File: config.mk
export PLATFORM = sky130hd
export DESIGN_NAME = mtos_regs
export DESIGN_NICKNAME = d
export VERILOG_FILES = /design/src/rtl/core/mtos_pkg.sv /design/src/rtl/core/mtos_regs.sv
export SDC_FILE = /design/constraint.sdc
export NUM_CORES = 1
export LEC_CHECK = 0
export ABC_AREA = 1
export BUFFER_PORTS_ARGS = -buffer_cell sky130_fd_sc_hd__buf_2
export CAP_MARGIN = 40
export CORE_ASPECT_RATIO = 1.1
export CORE_MARGIN = 2
export CORE_UTILIZATION = 40
export CTS_CLUSTER_DIAMETER = 60
export DETAILED_ROUTE_END_ITERATION = 6
export GPL_ROUTABILITY_DRIVEN = 0
export PLACE_DENSITY = 0.77
export SYNTH_ARGS = -nofsm -noshare
export SYNTH_HDL_FRONTEND = slang
export SYNTH_SLANG_ARGS = --single-unit
File: constraint.sdc
create_clock -name clk_i -period 1.1 [get_ports clk_i]
set_input_delay 0.22 -clock clk_i [delete_from_list [all_inputs] [get_ports clk_i]]
set_output_delay 0.22 -clock clk_i [all_outputs]
set_load 0.01 [all_outputs]
File: src/rtl/core/mtos_pkg.sv
// ----------------------------------------------------------------------------
// mtos_pkg
// Shared types, codes and constants of the motor trajectory outscan core.
// ----------------------------------------------------------------------------
package mtos_pkg;

  localparam int unsigned TableRowsDef = 1024;
  localparam int unsigned Steppers     = 2;
  localparam int unsigned ClkdirMotors = 2;
  localparam int unsigned Motors       = Steppers + ClkdirMotors;
  localparam int unsigned HalfSteps    = 8;
  localparam int unsigned PhaseW       = $clog2(HalfSteps);

  localparam int unsigned FuncW      = 3;
  localparam int unsigned RowW       = 10;
  localparam int unsigned MotorW     = 2;
  localparam int unsigned PosW       = 32;
  localparam int unsigned PtrW       = 11;
  localparam int unsigned LenW       = 11;
  localparam int unsigned TrigRowW   = 11;
  localparam int unsigned TrigWidthW = 16;
  localparam int unsigned Triggers   = 2;
  localparam int unsigned CmpW       = 17;
  localparam int unsigned ApbAddrW   = 5;
  localparam int unsigned ApbDataW   = 32;

  typedef enum logic [FuncW-1:0] {
    FUNC_TICK     = 3'd0,
    FUNC_LOAD     = 3'd1,
    FUNC_START    = 3'd2,
    FUNC_STOP     = 3'd3,
    FUNC_ZERO_ROW = 3'd4,
    FUNC_ZERO_POS = 3'd5
  } func_e;

  typedef enum logic [2:0] {
    REG_TABLE_LENGTH = 3'd0,
    REG_LOOP_MODE    = 3'd1,
    REG_MOVE_MODE    = 3'd2,
    REG_TRIG0_ROW    = 3'd3,
    REG_TRIG0_WIDTH  = 3'd4,
    REG_TRIG1_ROW    = 3'd5,
    REG_TRIG1_WIDTH  = 3'd6
  } reg_e;

  typedef struct packed {
    logic [LenW-1:0]                      table_length;
    logic                                 wrap_en;
    logic                                 move_mode;
    logic [Triggers-1:0][TrigRowW-1:0]    trig_row;
    logic [Triggers-1:0][TrigWidthW-1:0]  trig_len;
  } cfg_t;

  function automatic logic [3:0] coil_nibble(input logic [PhaseW-1:0] phase);
    logic [3:0] nib;
    case (phase)
      3'd0:    nib = 4'he;
      3'd1:    nib = 4'hc;
      3'd2:    nib = 4'hd;
      3'd3:    nib = 4'h9;
      3'd4:    nib = 4'hb;
      3'd5:    nib = 4'h3;
      3'd6:    nib = 4'h7;
      default: nib = 4'h6;
    endcase
    return nib;
  endfunction

endpackage

File: src/rtl/core/mtos_regs.sv
// ----------------------------------------------------------------------------
// mtos_regs
// APB configuration registers of the motor trajectory outscan core.
// ----------------------------------------------------------------------------
module mtos_regs (
  input  logic                           clk_i,
  input  logic                           rst_ni,
  input  logic                           psel,
  input  logic                           penable,
  input  logic                           pwrite,
  input  logic [mtos_pkg::ApbAddrW-1:0]  paddr,
  input  logic [mtos_pkg::ApbDataW-1:0]  pwdata,
  output logic [mtos_pkg::ApbDataW-1:0]  prdata,
  output logic                           pready,
  output mtos_pkg::cfg_t                 cfg_o
);
  import mtos_pkg::*;

  cfg_t cfg_q, cfg_d;
  logic wr_en;
  logic [2:0] reg_idx;

  assign pready  = 1'b1;
  assign wr_en   = psel && penable && pwrite;
  assign reg_idx = paddr[4:2];
  assign cfg_o   = cfg_q;

  always_comb begin
    cfg_d = cfg_q;
    if (wr_en) begin
      case (reg_idx)
        REG_TABLE_LENGTH: cfg_d.table_length = pwdata[LenW-1:0];
        REG_LOOP_MODE:    cfg_d.wrap_en      = pwdata[0];
        REG_MOVE_MODE:    cfg_d.move_mode    = pwdata[0];
        REG_TRIG0_ROW:    cfg_d.trig_row[0]  = pwdata[TrigRowW-1:0];
        REG_TRIG0_WIDTH:  cfg_d.trig_len[0]  = pwdata[TrigWidthW-1:0];
        REG_TRIG1_ROW:    cfg_d.trig_row[1]  = pwdata[TrigRowW-1:0];
        REG_TRIG1_WIDTH:  cfg_d.trig_len[1]  = pwdata[TrigWidthW-1:0];
        default:          cfg_d = cfg_q;
      endcase
    end
  end

  always_comb begin
    case (reg_idx)
      REG_TABLE_LENGTH: prdata = ApbDataW'(cfg_q.table_length);
      REG_LOOP_MODE:    prdata = ApbDataW'(cfg_q.wrap_en);
      REG_MOVE_MODE:    prdata = ApbDataW'(cfg_q.move_mode);
      REG_TRIG0_ROW:    prdata = ApbDataW'(cfg_q.trig_row[0]);
      REG_TRIG0_WIDTH:  prdata = ApbDataW'(cfg_q.trig_len[0]);
      REG_TRIG1_ROW:    prdata = ApbDataW'(cfg_q.trig_row[1]);
      REG_TRIG1_WIDTH:  prdata = ApbDataW'(cfg_q.trig_len[1]);
      default:          prdata = '0;
    endcase
  end

  always_ff @(posedge clk_i or negedge rst_ni) begin
    if (!rst_ni) begin
      cfg_q.table_length <= LenW'(1);
      cfg_q.wrap_en      <= 1'b0;
      cfg_q.move_mode    <= 1'b0;
      cfg_q.trig_row[0]  <= '1;
      cfg_q.trig_row[1]  <= '1;
      cfg_q.trig_len[0]  <= TrigWidthW'(1);
      cfg_q.trig_len[1]  <= TrigWidthW'(1);
    end else begin
      cfg_q <= cfg_d;
    end
  end

endmodule

# == Word level (Yosys, flattened, before mapping) ==
# Cells that the tools add are included.
# totals
register_bits,67
wordCells,24
# classes
eq_ne,6
n_mux,1
reduce_logical,10
# ops
operator,n
16-bit one-hot mux with 7 select lines,1
2-bit AND reduction,7
3-bit == test (second input constant),3
3-bit by 2-bit == test with 1-bit output (second input constant),2
3-bit by 1-bit == test with 1-bit output (second input constant),1
3-bit zero test,1
1-bit logical AND,2

# == Depth between registers and ports, before layout ==
# Gate-level depths: netlist (run 1).
# logic_depth
ltp_word,3
depth_mapped,7
ltp_nobuf,5

# == Least setup slack after synthesis (run 1) ==
# No wires, ideal clock.
# synth_path
kind,input to output
startpoint,input port paddr[2] (netlist bit)
endpoint,output port prdata[6] (netlist bit)
arrival_time_ps,982
required_time_ps,880
slack_ps,-102
cell_stages,7
path_cell_list,buf_6 -> inv_2 -> nand3_4 -> buf_2 -> o21ai_0 -> inv_1 -> nand2_1
# synth_between
elab_chain_len,2
word_cells_on_any_way,8
# synth_rtl
element,line,text
"start, declared",mtos_regs.sv:11,"input logic [mtos_pkg::ApbAddrW-1:0] paddr,"
3-bit == test (tied with other cells),mtos_regs.sv:45,case (reg_idx)
16-bit one-hot mux with 7 select lines (*),mtos_regs.sv:45,
"end, declared",mtos_regs.sv:13,"output logic [mtos_pkg::ApbDataW-1:0] prdata,"
# Mark *: on every way between the ends. The rest lies on a longest branch, timed or not.

# == Worst setup path in the final report (run 1) ==
# layout_path
startpoint,"register cfg_q, in the netlist cfg_o[42]"
endpoint,output port prdata[10] (netlist bit)
# layout_between
elab_chain_len,1
# layout_rtl
element,line,text
"start, declared",mtos_regs.sv:19,"cfg_t cfg_q, cfg_d;"
"start signal, assigned",mtos_regs.sv:67,cfg_q <= cfg_d;
16-bit one-hot mux with 7 select lines,mtos_regs.sv:45,
# No other way between the ends.

==> metrics, run 1 <==
outcome finished, violations left; violations in the final reports setup timing; max-slew violations 0; placed cell count around 700; post-synthesis cell type with the largest combined area sky130_fd_sc_hd__dfrtp_1; antenna-violating nets left 0; slowest cell on the critical path sky130_fd_sc_hd__dfstp_2; share of the core filled with cells in the final layout 0.6080; Core Rows 36; maximum level of the CTS H-tree 3; area share of the largest cell type after synthesis 0.2970; Setup crit end kind output port; instance area after placement 4562 um^2; Finish-stage setup viols 78; cell-by-cell trace of the critical path nand4_1, o21ai_1, buf_4, inv_2, nand2_1, buf_2; global-route total usage across every layer 0.2411; final clock period utilization by the worst path 1.521; area of the mapped netlist approximately 3500 um^2; Leakage approximately 2.8 nW; yosys warns 0; data arrival time of the critical path approximately 1.5 ns; fraction of layout cells with a size suffix above 1 0.4121; die boundary width approximately 94 um; I/O pins 142; shortest clock period the worst path allows after layout 1.673 ns; final instance area ~5300 um^2; core footprint 8738 um^2; clock edge transition at the registers on the reported setup and hold paths 0.07 ns; final setup skew 0 ns; min setup slack post-route -0.5733 ns; Filler Cell Count 745; Clock Root Buffer sky130_fd_sc_hd__clkbuf_8; vias in the first global route between 3000 and 4000; violation count after the first detailed-route iteration around 310; maximum ir drop on the vdd rail 0.7461 mV; Critical Path RT between 0.8 and 0.9 ns; area grow syn2layout 50.14%; Final nets 651; most frequent standard cell in the layout excluding fill and tap cells sky130_fd_sc_hd__nand2_1; source-to-sink clock delay at the later pin of the worst-skew pair approximately 0.35 ns; Clock Sinks between 60 and 70; first-pass detailed-route iteration total 5; RSZ-0062 raised after global routing true; number of buffers inserted during clock tree synthesis 9; per-cell via count in the routed design about 5.1; R2R setup slack about 0.15 ns; die area just under 10000 um^2; achievable frequency between 500 and 600 MHz; Setup crit start kind flop; wire length of the first global-routing pass approximately 17000 um; instance count of the mapped netlist approximately 440; PortBufs roughly 110; top library cells by usage in the layout, fill and taps aside sky130_fd_sc_hd__nand2_1 (126), sky130_fd_sc_hd__buf_6 (73), sky130_fd_sc_hd__buf_2 (62), sky130_fd_sc_hd__o21ai_0 (54), sky130_fd_sc_hd__dfrtp_1 (42); footprint of the multi-input gates 1475 um^2; vias after detailed routing 3688; Cell Count, Final, Fillers Out 728; maximum number of pins on one net before global-route repair between 60 and 70; Seq. cell area about 1700 um^2; Pwr Total 0.008939 W; cell types with the largest area share after synthesis sky130_fd_sc_hd__dfrtp_1 (30%), sky130_fd_sc_hd__dfstp_2 (19%), sky130_fd_sc_hd__nand2_1 (14%); register area share after synthesis 0.4827; routed length per instance around 16 um; half-perimeter wire length of the detailed placement result a little over 8000 um; detailed-route wire length around 11000 um; die extent in y just over 100 um; number of hold violations in the final report 0; classification of the worst-slack hold path input pin to flop; Worst Path Max Fanout 2; antenna violations before repair 0; register bit count reported by yosys 67; antenna cells 0; areal power density over the cells between 1500 and 2000 nW/um^2; worst hold margin between 0.09 and 0.1 ns; crit path kind flop to output port; Max stage delay on crit path roughly 0.54 ns; effective utilization at floorplan 0.4049; mean instance size in the synthesized netlist 8.005 um^2; remaining design rule violation count 0; leftover overflow at the end of global routing 0; CTS Buffer Depth 2; Max Cap Viol 0; TritonCTS clock tree built; Largest register FFs 67; Unique masters post-synth 26
==> cell type report <==
type / count / area share
sequential: 67 / 0.3215
clock inverter: 2 / 0.01130
inverter: 45 / 0.03321
multi-input combinational: 302 / 0.2777
timing repair buffer: 184 / 0.3008
clock buffer: 14 / 0.02873
tap: 114 / 0.02685
==> final timing paths <==
| path | startpoint | to | cells after the start |
|---|---|---|---|
| min in group asynchronous | rst_ni | cfg_o[6] | 2 |
| hold reg to reg | cfg_o[38] | cfg_o[38] | 2 |
| max in group asynchronous | rst_ni | cfg_o[42] | 3 |
| setup reg to reg | cfg_o[52] | cfg_o[52] | 4 |
| hold / removal | pwdata[15] | cfg_o[31] | 3 |
| setup / recovery | cfg_o[42] | prdata[10] | 6 |
==> layer usage <==
metal | up-vias | wire, um | global-route usage
li1 | 1724 | - | -
met1 | 1748 | 4397 | 0.2916
met2 | 172 | 5747 | 0.4034
met3 | 44 | 744 | 0.05190
met4 | 0 | 574 | 0.1349
met5 | - | 0 | 0
==> critical path, delay by kind of cell (launching register included) <==
kind	cells	cell delay, ns
simple gates	2	0.14
compound gates	1	0.11
flops	1	0.54
buf+inv	3	0.30
==> cells in the mapped netlist, drive strengths merged <==
library cell  number
buf               39
clkbuf             5
conb               2
dfrtp             42
dfstp             25
inv               45
nand2            131
nand3             28
nand4             14
nor2              29
nor3               2
o21ai             75
o22ai              5
==> where the power goes <==
group / switching [W] / total [W] / internal (W)
Sequential: 0.000413 / 0.00354 / 0.00313
Clock: 0.000927 / 0.00227 / 0.00134
Combinational: 0.00148 / 0.00313 / 0.00164
Total: 0.00283 / 0.00894 / 0.00611
==> cell families after synthesis <==
kind of cell           after synthesis  share of synthesized area
AND/OR/NAND/NOR                    204                     0.2652
buffers and inverters               89                     0.1351
AO/OA/AOI/OAI                       80                     0.1149
flip-flops                          67                     0.4827
other                                2                   0.002122
==> through the flow <==
stage / setup slack, ns / TNS (ns)
2_1_floorplan: -0.05852 / -0.8440
3_3_place_gp: -0.3528 / -20.06
3_5_place_dp: -0.3822 / -22.31
4_1_cts: -0.5935 / -13.55
5_1_grt: -0.6547 / -15.41
6_report: -0.5733 / -12.61
==> timing repair <==
| action | in CTS | in global routing |
|---|---|---|
| pin swaps | 26 | 9 |
| hold buffers | 1 | 0 |
| gates resized for setup | 93 | 24 |
| cloned | 1 | 0 |
| endpoints found under the hold margin | 42 | 0 |
| buffers inserted | 10 | 18 |
| setup endpoints to repair | 83 | 83 |
Power figures use the tool's default switching activity.
==> run 2, diff against run 1 <==
- CORE_UTILIZATION: 40 -> 44
- PLACE_DENSITY: 0.77 -> 0.83
==> run 2 against run 1 <==
  * The run still ends with setup timing left
  * Utilization rose by 3.2 points
  * Non-clock buffer count decreased by 20
  * Clock power shrank 18%
  * Fmax grew 6.9%
  * Register-to-register slack about the same
  * Critical path type unchanged
  * Largest cell class unchanged
  * Highest routed layer unchanged
==> metrics, run 2 (synthesis gave the netlist of run 1 again) <==
outcome finished, violations left; violations in the final reports setup timing; Clock Sinks 67 (unchanged); min setup slack post-route -0.4653 ns (+0.1081 ns); global-route met1 utilization 0.3237 (+0.03209); Cell Count, Final, Fillers Out 703 (-3.4%); Setup crit start kind flop; number of hold violations in the final report 0 (unchanged); violation count after the first detailed-route iteration 335 (+9.5%); area grow syn2layout 42.29%; worst hold margin 0.09744 ns (+0.006083 ns); die boundary width 89.50 um (-4.5%); data arrival time of the critical path 1.35 ns (-0.10 ns); die extent in y 98.05 um (-4.5%); effective utilization at floorplan 0.4496 (+0.04468); clock edge transition at the registers on the reported setup and hold paths 0.07 ns (about the same); vias after detailed routing 3638 (-1.4%); die area 8775 um^2 (-8.7%); cell-by-cell trace of the critical path nand4_1, o21ai_1, inv_1, nand2_1, buf_2; core footprint 7870 um^2 (-9.9%); detailed-route wire length 10730 um (-6.4%); RSZ-0062 raised after global routing true; remaining design rule violation count 0 (unchanged); I/O pins 142 (unchanged); total negative slack -10.76 ns (+1.848 ns); Worst Path Max Fanout 2 (unchanged); source-to-sink clock delay at the later pin of the worst-skew pair 0.34 ns (about the same); final setup skew 0 ns (unchanged); global routing's busiest layer met2; Leakage 2.618 nW (-5.0%); crit path kind flop to output port; maximum ir drop on the vdd rail 0.7682 mV (+3.0%); CTS Buffer Depth 2 (unchanged); shortest clock period the worst path allows after layout 1.565 ns (-0.1081 ns); Setup crit end kind output port; Core Rows 34 (-5.6%); slowest cell on the critical path sky130_fd_sc_hd__dfstp_2; final clock period utilization by the worst path 1.423 (-0.09826); wire length of the first global-routing pass 16810 um (-3.4%); antenna-violating nets left 0 (unchanged); Largest register FFs 67 (unchanged); most frequent standard cell in the layout excluding fill and tap cells sky130_fd_sc_hd__nand2_1; antenna cells 0 (unchanged); top library cells by usage in the layout, fill and taps aside sky130_fd_sc_hd__nand2_1 (128), sky130_fd_sc_hd__buf_2 (68), sky130_fd_sc_hd__buf_6 (59), sky130_fd_sc_hd__o21ai_0 (57), sky130_fd_sc_hd__dfrtp_1 (42); share of the core filled with cells in the final layout 0.6397 (+0.03179); met2 Track Usage GR 0.3869 (-0.01654); fraction of layout cells with a size suffix above 1 0.3866 (-0.02550); achievable frequency 638.9 MHz (+6.9%); PortBufs 106 (unchanged); Critical Path RT 0.88 ns (about the same); max-slew violations 0 (unchanged); antenna violations before repair 0 (unchanged); half-perimeter wire length of the detailed placement result 7387 um (-10%); number of buffers inserted during clock tree synthesis 9 (unchanged); vias in the first global route 3429 (-0.087%); Finish-stage setup viols 70 (-10%); Clock Root Buffer sky130_fd_sc_hd__clkbuf_8; classification of the worst-slack hold path input pin to flop; per-cell via count in the routed design 5.175 (+2.2%); met3 usage in global routing 0.06171 (+0.009807); TritonCTS clock tree built; Max Cap Viol 0 (unchanged); routed length per instance 15.27 um (-3.0%); areal power density over the cells 1625 nW/um^2 (-3.4%); maximum level of the CTS H-tree 3 (unchanged); maximum number of pins on one net before global-route repair 68 (+4.6%); global-route total usage across every layer 0.2478 (+0.006644); placed cell count 675 (-3.4%); Filler Cell Count 603 (-19%); leftover overflow at the end of global routing 0 (unchanged); first-pass detailed-route iteration total 5 (unchanged); Max stage delay on crit path 0.53 ns (about the same); Final nets 632 (-2.9%)
-- run 2: changes by cell type in the layout (fill, tap and decap cells not counted), moves of 2 or more --
| cell | before | now |
|---|---|---|
| sky130_fd_sc_hd__o21ai_0 | 54 | 57 |
| sky130_fd_sc_hd__buf_6 | 73 | 59 |
| sky130_fd_sc_hd__nand2_2 | 4 | 2 |
| sky130_fd_sc_hd__o21ai_1 | 19 | 17 |
| sky130_fd_sc_hd__nand2_1 | 126 | 128 |
| sky130_fd_sc_hd__clkinv_2 | 0 | 2 |
| sky130_fd_sc_hd__bufinv_16 | 2 | 0 |
| sky130_fd_sc_hd__buf_4 | 40 | 29 |
| sky130_fd_sc_hd__buf_2 | 62 | 68 |
-- run 2: metal layers --
metal	part of all wire	vias to the layer above
li1	-	1681
met1	0.38	1688
met2	0.49	234
met3	0.10	35
met4	0.029	0
met5	0	-
-- run 2: power by group --
part           switching, W  total (W)  internal, W  leakage [nW]
clock network      0.000919    0.00186     0.000938        0.0905
logic               0.00141    0.00282      0.00141          1.75
registers          0.000386    0.00351      0.00312         0.773
-- run 2: what timing repair did --
action | 4_1_cts | 5_1_grt
endpoints found under the setup margin | 73 | 90
setup buffers | 7 | 11
gates resized for setup | 67 | 18
hold endpoints to repair | 42 | 0
cloned | 1 | 1
pin swaps | 17 | 6
hold buffers | 1 | 0
-- run 2: through the flow --
| stage | setup WS, ns | area (um^2) | power (W) |
|---|---|---|---|
| 2_1_floorplan | -0.05852 | 3641 | 0.004535 |
| 5_1_grt | -0.5461 | 5035 | 0.008625 |
| 3_5_place_dp | -0.3295 | 4419 | 0.005694 |
| 4_1_cts | -0.4651 | 4941 | 0.008048 |
| 3_3_place_gp | -0.2872 | 4419 | 0.005604 |
| 6_report | -0.4653 | 5035 | 0.008184 |
-- run 2: final cells by class --
cell class / count / area [um^2] / share of cell area
well taps: 108 / 135.1 / 0.02684
clock inverters: 2 / 10.01 / 0.001988
multi-input cells: 303 / 1470 / 0.2920
repair buffers: 164 / 1373 / 0.2726
flip-flops and latches: 67 / 1708 / 0.3392
inverters: 45 / 176.4 / 0.03504
clock buffers: 14 / 162.7 / 0.03231
-- run 2: worst paths after layout --
check | start | endpoint | slack, ns | cells after the start
setup / recovery | cfg_o[52] | prdata[9] | -0.47 | 5
hold / removal | pwdata[14] | cfg_o[14] | 0.1 | 3
setup reg to reg | cfg_o[32] | cfg_o[32] | 0.16 | 4
hold reg to reg | cfg_o[33] | cfg_o[33] | 0.52 | 2
max in group asynchronous | rst_ni | cfg_o[38] | 0.36 | 3
min in group asynchronous | rst_ni | cfg_o[55] | 0.41 | 3
-- run 2: worst max-delay path: cells and delay by family, from the launching register on --
kind	cells	cell delay [ns]
AOI/OAI and AO/OA	1	0.11
buffers and inverters	2	0.18
and+or+nand+nor	2	0.17
DFF	1	0.53
